### src/sv/aoa_tdoa_outlier_gate_defines.svh
// Assertion macros for the AOA/TDOA outlier gate.
// Used by the top level; needs nothing else.
`ifndef AOA_TDOA_OUTLIER_GATE_DEFINES_SVH
`define AOA_TDOA_OUTLIER_GATE_DEFINES_SVH
// Same-cycle implication.
`define AOG_ASSERT_SAME(label, clk, rst, ante, cons, msg) \
   label: assert property (@(posedge clk) disable iff (rst) (ante) |-> (cons)) \
      else $error(msg);
// Next-cycle implication.
`define AOG_ASSERT_NEXT(label, clk, rst, ante, cons, msg) \
   label: assert property (@(posedge clk) disable iff (rst) (ante) |=> (cons)) \
      else $error(msg);
`endif

### src/sv/aog_pkg.sv
// Package for the AOA/TDOA outlier gate: payload structs, lane control,
// register indexes and fixed-point constants. Depends on nothing.
`default_nettype none
package aog_pkg;

   localparam int FRAC_BITS_DEF = 16;
   localparam logic [63:0] PI_Q32 = 64'd13493037705;
   localparam int DEG_HALF_TURN = 180;
   localparam int N_LANES = 6;
   localparam int N_ANGLES = 3;

   localparam logic [1:0] CSR_AOA_STD  = 2'd0;
   localparam logic [1:0] CSR_TDOA_STD = 2'd1;
   localparam logic [1:0] CSR_THRESH   = 2'd2;

   typedef struct packed {
      logic signed [31:0] aoa_0;
      logic signed [31:0] aoa_1;
      logic signed [31:0] aoa_2;
      logic signed [31:0] tdoa_0;
      logic signed [31:0] tdoa_1;
      logic signed [31:0] tdoa_2;
      logic [15:0]        sample_count;
   } req_type;

   typedef struct packed {
      logic signed [31:0] slot_0;
      logic signed [31:0] slot_1;
      logic signed [31:0] slot_2;
      logic signed [31:0] slot_3;
      logic signed [31:0] slot_4;
      logic signed [31:0] slot_5;
      logic [1:0]         kept_angles;
      logic [1:0]         kept_delays;
      logic [5:0]         valid_mask;
   } rsp_type;

   typedef struct packed {
      logic start;
      logic release_lane;
   } lane_ctrl_type;

   typedef struct packed {
      logic               done;
      logic               keep;
      logic signed [31:0] value;
   } lane_stat_type;

endpackage
`default_nettype wire

### src/sv/aog_pack.sv
// Merge stage: packs kept lane values into slots, angles first, and counts.
// Depends on aog_pkg.
`default_nettype none
module aog_pack import aog_pkg::*; (
   input  wire logic [N_LANES-1:0]            keep,
   input  wire logic [N_LANES-1:0][31:0]      vals,
   output rsp_type                            rsp
);
   logic [N_LANES-1:0][31:0] slots;
   logic [2:0]               k;

   always_comb begin
      slots = '0;
      k     = '0;
      for (int i = 0; i < N_LANES; i++) begin
         if (keep[i]) begin
            slots[k] = vals[i];
            k        = k + 3'd1;
         end
      end
      rsp.slot_0      = slots[0];
      rsp.slot_1      = slots[1];
      rsp.slot_2      = slots[2];
      rsp.slot_3      = slots[3];
      rsp.slot_4      = slots[4];
      rsp.slot_5      = slots[5];
      rsp.kept_angles = 2'({1'b0, keep[0]} + {1'b0, keep[1]} + {1'b0, keep[2]});
      rsp.kept_delays = 2'({1'b0, keep[3]} + {1'b0, keep[4]} + {1'b0, keep[5]});
      rsp.valid_mask  = keep;
   end
endmodule
`default_nettype wire

### config.mk
export PLATFORM = sky130hd
export DESIGN_NAME = aog_pack
export DESIGN_NICKNAME = d
export VERILOG_FILES = /design/src/sv/aoa_tdoa_outlier_gate_defines.svh /design/src/sv/aog_pkg.sv /design/src/sv/aog_pack.sv
export SDC_FILE = /design/constraint.sdc
export NUM_CORES = 1
export LEC_CHECK = 0
export BUFFER_PORTS_ARGS = -buffer_cell sky130_fd_sc_hd__buf_2
export CORE_AREA = 2 2 154 156
export DETAILED_ROUTE_END_ITERATION = 8
export DIE_AREA = 0 0 156 158
export PLACE_DENSITY_LB_ADDON = 0.12
export SYNTH_ARGS = -nofsm -noshare
export SYNTH_HDL_FRONTEND = slang
export SYNTH_SLANG_ARGS = --single-unit
### constraint.sdc
create_clock -name vclk -period 7.75
set_input_delay 0.775 -clock vclk [all_inputs]
set_output_delay 0.775 -clock vclk [all_outputs]
set_load 0.02 [all_outputs]
==> qor.yml, run 1 <==
start_util_pct: 31.1
grt_pass1_wl_um: 58900
hold_violations: 0
clock_buffers: 0
drtPass1Iterations: 6
wl_per_cell_um: 25.1
avgViaCountPerCell: 6.13
rows: 56
post_cts_buffers: 0
nets: 1559
seqCellArea_um2: 0
fmax_ghz: 0.163
min_path_type: "in2out"
ys_warn_count: 0
max-vdd-ir-drop_v: 0.0000669
cap_violations: 0
cts_hold_repair.buffers: 0
place_hpwl_um: 28100
grt_overflow: 0
period_share_pct: 79.1
final_cell_area_um2: 9230
core_um2: 23100
tightest_slew_ns: 1.24
seq_cell_count: 0
power.density_nw_per_um2: 116
cts_resized: 0
antenna_found_initial: 7
finalWeightedCongestion: 0.886
ys_seq_area_share_pct: 0
status: "finished clean"
postPlaceCellArea_um2: 9210
tns_ns: 0
synth.distinct_cells: 46
cp.required_ns: 6.97
drt_iter0_drc: 1044
relSlewSlack_pct: 16.8
crit_type: "in2out"
syn-cell-area_um2: 7170
grt_pass1_vias: 9153
dp_cells: 1642
p_total_mw: 1.07
ios: 400
end_kind: "primary output"
grt_max_degree: 65
layout_commonest_cell: "buf_2"
ant_nets: 0
port_buffers: 400
cellLeakagePower_nw: 4.03
critPathLaunchType: "input port"
cp_max_fo: 32
synth_nets: 1269
die_w_um: 156
routed_wl_um: 41400
drive_gt1_share_pct: 44.3
whs_ns: 1.84
syn-mean-instance-area_um2: 6.74
die_area_um2: 24600
area_growth_pct: 28.7
arrival_ns: 5.36
grt_setup_unrepaired: "no"
drv_slew: 0
stdcell_count: 1649
via_count: 10100
route.detailed.drc: 0
grt_usage_pct: 30.9
syn_inst: 1064
layout_common_cells: "buf_2 (399), nand2_1 (227), o21ai_0 (161)"
setup_viol: 0
period_minus_slack_ns: 6.13
die_h_um: 158
## final cells by class
cell class	count	area [um2]
Tap cell	290	363
Antenna cell	7	17.5
Timing Repair Buffer	420	2150
Inverter	6	25.0
Fill cell	2520	13800
Multi-Input combinational cell	926	6670
## cells in the mapped netlist (all sizes together), types with 5 or more instances
library cell | count | area [um2]
a221oi | 32 | 280
a31oi | 32 | 200
a32o | 64 | 641
a32oi | 34 | 305
and2 | 5 | 31.3
and3 | 5 | 31.3
buf | 50 | 269
clkbuf | 82 | 309
ha | 5 | 62.6
inv | 6 | 25.0
mux2 | 160 | 1800
mux2i | 64 | 641
nand2 | 230 | 871
nand3 | 36 | 180
nor2 | 36 | 143
o21ai | 192 | 961
o32ai | 6 | 109
## per-layer routing
metal	track usage, %	wire [um]	vias up
met3	3.23	3320	85
met5	0	19	-
li1	-	-	4615
met2	53.8	19800	630
met4	9.79	1200	2
met1	40.0	17100	4776
## worst max-delay path, stage by stage
cell and delay [ns]:
buf_2 0.12, inv_1 0.09, fa_1 0.85, inv_1 0.22, ha_1 0.33, nand2b_1 0.21
o31ai_4 0.21, inv_4 0.12, ha_1 0.25, xnor3_1 0.60, o32ai_1 0.18, nand2_2 0.79
mux2_2 0.43, buf_2 0.16
## logic make-up (layout without fill, tap and decap cells)
family                     after synthesis  count (layout)  synth area share (%)
buffers and inverters                  138             426                  8.41
muxes                                  224             224                  34.1
and+or+nand+nor                        327             327                  19.3
xor gates and xnor gates                 6               6                  1.59
adders and majority gates                7               7                  1.43
AOI/OAI and AO/OA                      362             362                  35.2
other                                    0               7                     0
## power by group
group,internal [mW],switching (mW)
Clock,0.000000121,0
Combinational,0.387,0.680
Sequential,0,0
## through the flow
step | utilization [%] | setup slack [ns]
3_3_place_gp | 39.9 | 1.76
2_1_floorplan | - | 2.20
3_5_place_dp | 39.9 | 1.63
6_report | 40.0 | 1.62
4_1_cts | 39.9 | 1.64
5_1_grt | 40.0 | 1.39
## worst paths after layout
| kind | to | cells after the start | slack (ns) | start |
|---|---|---|---|---|
| setup / recovery | rsp[84] | 14 | 1.62 | keep[1] |
| hold / removal | rsp[1] | 2 | 1.84 | keep[1] |
(Power assumes the default switching activity.)
==> run 2: changes to the inputs <==
- ABC_AREA: not set -> 1
- CORE_AREA: 2 2 154 156 -> not set
- CORE_MARGIN: not set -> 2
- CORE_UTILIZATION: not set -> 40
- DIE_AREA: 0 0 156 158 -> not set
- clock period: 7.75 -> 6.2 ns (I/O delays scaled with it)
==> qor.yml, run 2 <==
status: "finished clean"
period_share_pct: 84.2
rows: 54  # -3.6%
cap_violations: 0  # unchanged
ant_nets: 0  # unchanged
tightest_slew_ns: 1.33  # +0.0872 ns
relSlewSlack_pct: 11.1  # -5.7 points
yosysTopAreaCell: "nand2_1"
route.detailed.drc: 0  # unchanged
seq_cell_count: 0  # unchanged
area_growth_pct: 20.9
critPathLaunchType: "input port"
layout_common_cells: "nand2_1 (1,044), buf_2 (400), nand3_1 (280)"
finalWeightedCongestion: 1.03  # +16%
cts_hold_repair.buffers: 0  # unchanged
ys_warn_count: 0  # unchanged
grt_usage_pct: 44.9  # +14 points
grt_pass1_wl_um: 82600  # +40%
nFillCells: 2563  # +1.7%
ys_seq_area_share_pct: 0  # unchanged
syn-cell-area_um2: 9030  # +26%
hold_violations: 0  # unchanged
post_cts_buffers: 0  # unchanged
clock_buffers: 0  # unchanged
die_area_um2: 23800  # -3.5%
grt_pass1_vias: 14200  # +56%
cp.required_ns: 5.58  # -1.39 ns
drive_gt1_share_pct: 19.5  # -25 points
p_total_mw: 1.64  # +53%
syn-mean-instance-area_um2: 4.22  # -37%
avgViaCountPerCell: 5.76  # -6.1%
fmax_ghz: 0.192
end_kind: "primary output"
grt_setup_unrepaired: "no"
drt_iter0_drc: 2126  # +100%
max-vdd-ir-drop_v: 0.000103  # +54%
multi_input_area_um2: 7360  # +10%
wl_per_cell_um: 20.8  # -17%
via_count: 15500  # +53%
cp_max_fo: 33  # +3.1%
cellLeakagePower_nw: 7.74  # +92%
start_util_pct: 41.1  # +10 points
period_minus_slack_ns: 5.22
synth_nets: 2344  # +85%
core_um2: 22000  # -4.7%
place_hpwl_um: 43600  # +55%
nets: 2615  # +68%
whs_ns: 1.57  # -0.268 ns
drtPass1Iterations: 6  # unchanged
syn_inst: 2139  # +100%
cts_resized: 0  # unchanged
layout_commonest_cell: "nand2_1"
synth.most_common_cell: "nand2_1"
routed_wl_um: 56000  # +35%
antenna_found_initial: 1  # -6
port_buffers: 400  # unchanged
die_w_um: 154  # -1.1%
crit_type: "in2out"
min_path_type: "in2out"
drv_slew: 0  # unchanged
ios: 400  # unchanged
arrival_ns: 4.60  # -0.76 ns
grt_overflow: 0  # unchanged
yosys-top-cells-area: "nand2_1 (43%), nand3_1 (16%), inv_1 (10%)"
seqCellArea_um2: 0  # unchanged
die_h_um: 154  # -2.4%
synth_top_area_share_pct: 43.4  # +21 points
grt_max_degree: 97  # +49%
power.density_nw_per_um2: 150  # +30%
diodes: 0  # -7
synth.distinct_cells: 24  # -48%
tns_ns: 0  # unchanged
setup_viol: 0  # unchanged
synth_common_cells: "nand2_1 (1,045), nand3_1 (281), inv_1 (247)"
==> run 2: changes by cell type after synthesis, moves of 63 or more <==
| cell | previous run | this run |
|---|---|---|
| inv_1 | 5 | 247 |
| mux2_2 | 146 | 0 |
| mux2i_1 | 64 | 0 |
| nor2_1 | 35 | 152 |
| nand3_1 | 36 | 281 |
| a21oi_1 | 1 | 64 |
| nand2_1 | 229 | 1045 |
| a32o_1 | 64 | 0 |
| o21ai_0 | 161 | 70 |
==> run 2: cell families (layout without fill, tap and decap cells) <==
kind of cell / after synthesis / in the layout / synth area share (%)
simple gates: 1547 / 1547 / 70.3
buf+inv: 421 / 690 / 18.8
compound gates: 164 / 164 / 9.73
fa+ha+maj: 7 / 7 / 1.14
==> run 2: power by group <==
| group | internal, mW | switching, mW |
|---|---|---|
| Clock | 0 | 0 |
| Combinational | 0.431 | 1.21 |
| Sequential | 0 | 0 |
==> run 2: layer usage <==
| metal | wire (um) | vias to the layer above | global-route usage [%] | share of wire, % |
|---|---|---|---|---|
| met5 | 13 | - | 0 | 0.023 |
| met3 | 4910 | 293 | 4.03 | 8.8 |
| li1 | - | 7116 | - | - |
| met1 | 19100 | 6799 | 50.2 | 34 |
| met4 | 6160 | 2 | 38.8 | 11 |
| met2 | 25800 | 1260 | 77.0 | 46 |
==> run 2: cell type report <==
type / count / area share, %
multi-input cells: 1718 / 67.5
repair buffers: 429 / 20.3
inverters: 261 / 9.00
well taps: 280 / 3.21
==> run 2: final timing paths <==
kind	endpoint	start	cells past startpoint
max	rsp[145]	keep[0]	20
min	rsp[5]	keep[5]	2
==> run 2: through the flow <==
| stage | util, % | setup slack (ns) | cell area (um2) | std cells |
|---|---|---|---|---|
| final | 49.7 | 0.978 | 10900 | 2688 |
| after global routing | 49.7 | 0.798 | 10900 | 2688 |
| after CTS | 49.7 | 1.26 | 10900 | 2688 |
| after detailed placement | 49.7 | 1.26 | 10900 | 2688 |
| after global placement | 49.7 | 1.31 | 10900 | 2688 |
| after floorplan | - | 1.83 | 9030 | 2139 |
==> run 2: worst max-delay path, cell delays in order <==
cell	delay [ns]
buf_2	0.12
ha_1	0.19
buf_4	0.22
inv_2	0.25
nand2_1	0.11
nand2_1	0.09
inv_1	0.05
ha_1	0.17
nand2_1	0.11
inv_2	0.05
nand2_2	0.09
nand2_2	0.09
nor2_2	0.11
buf_4	0.38
nand2_1	0.83
nand2_1	0.68
nand2_1	0.11
nand2_1	0.08
nand2_1	0.07
buf_2	0.16
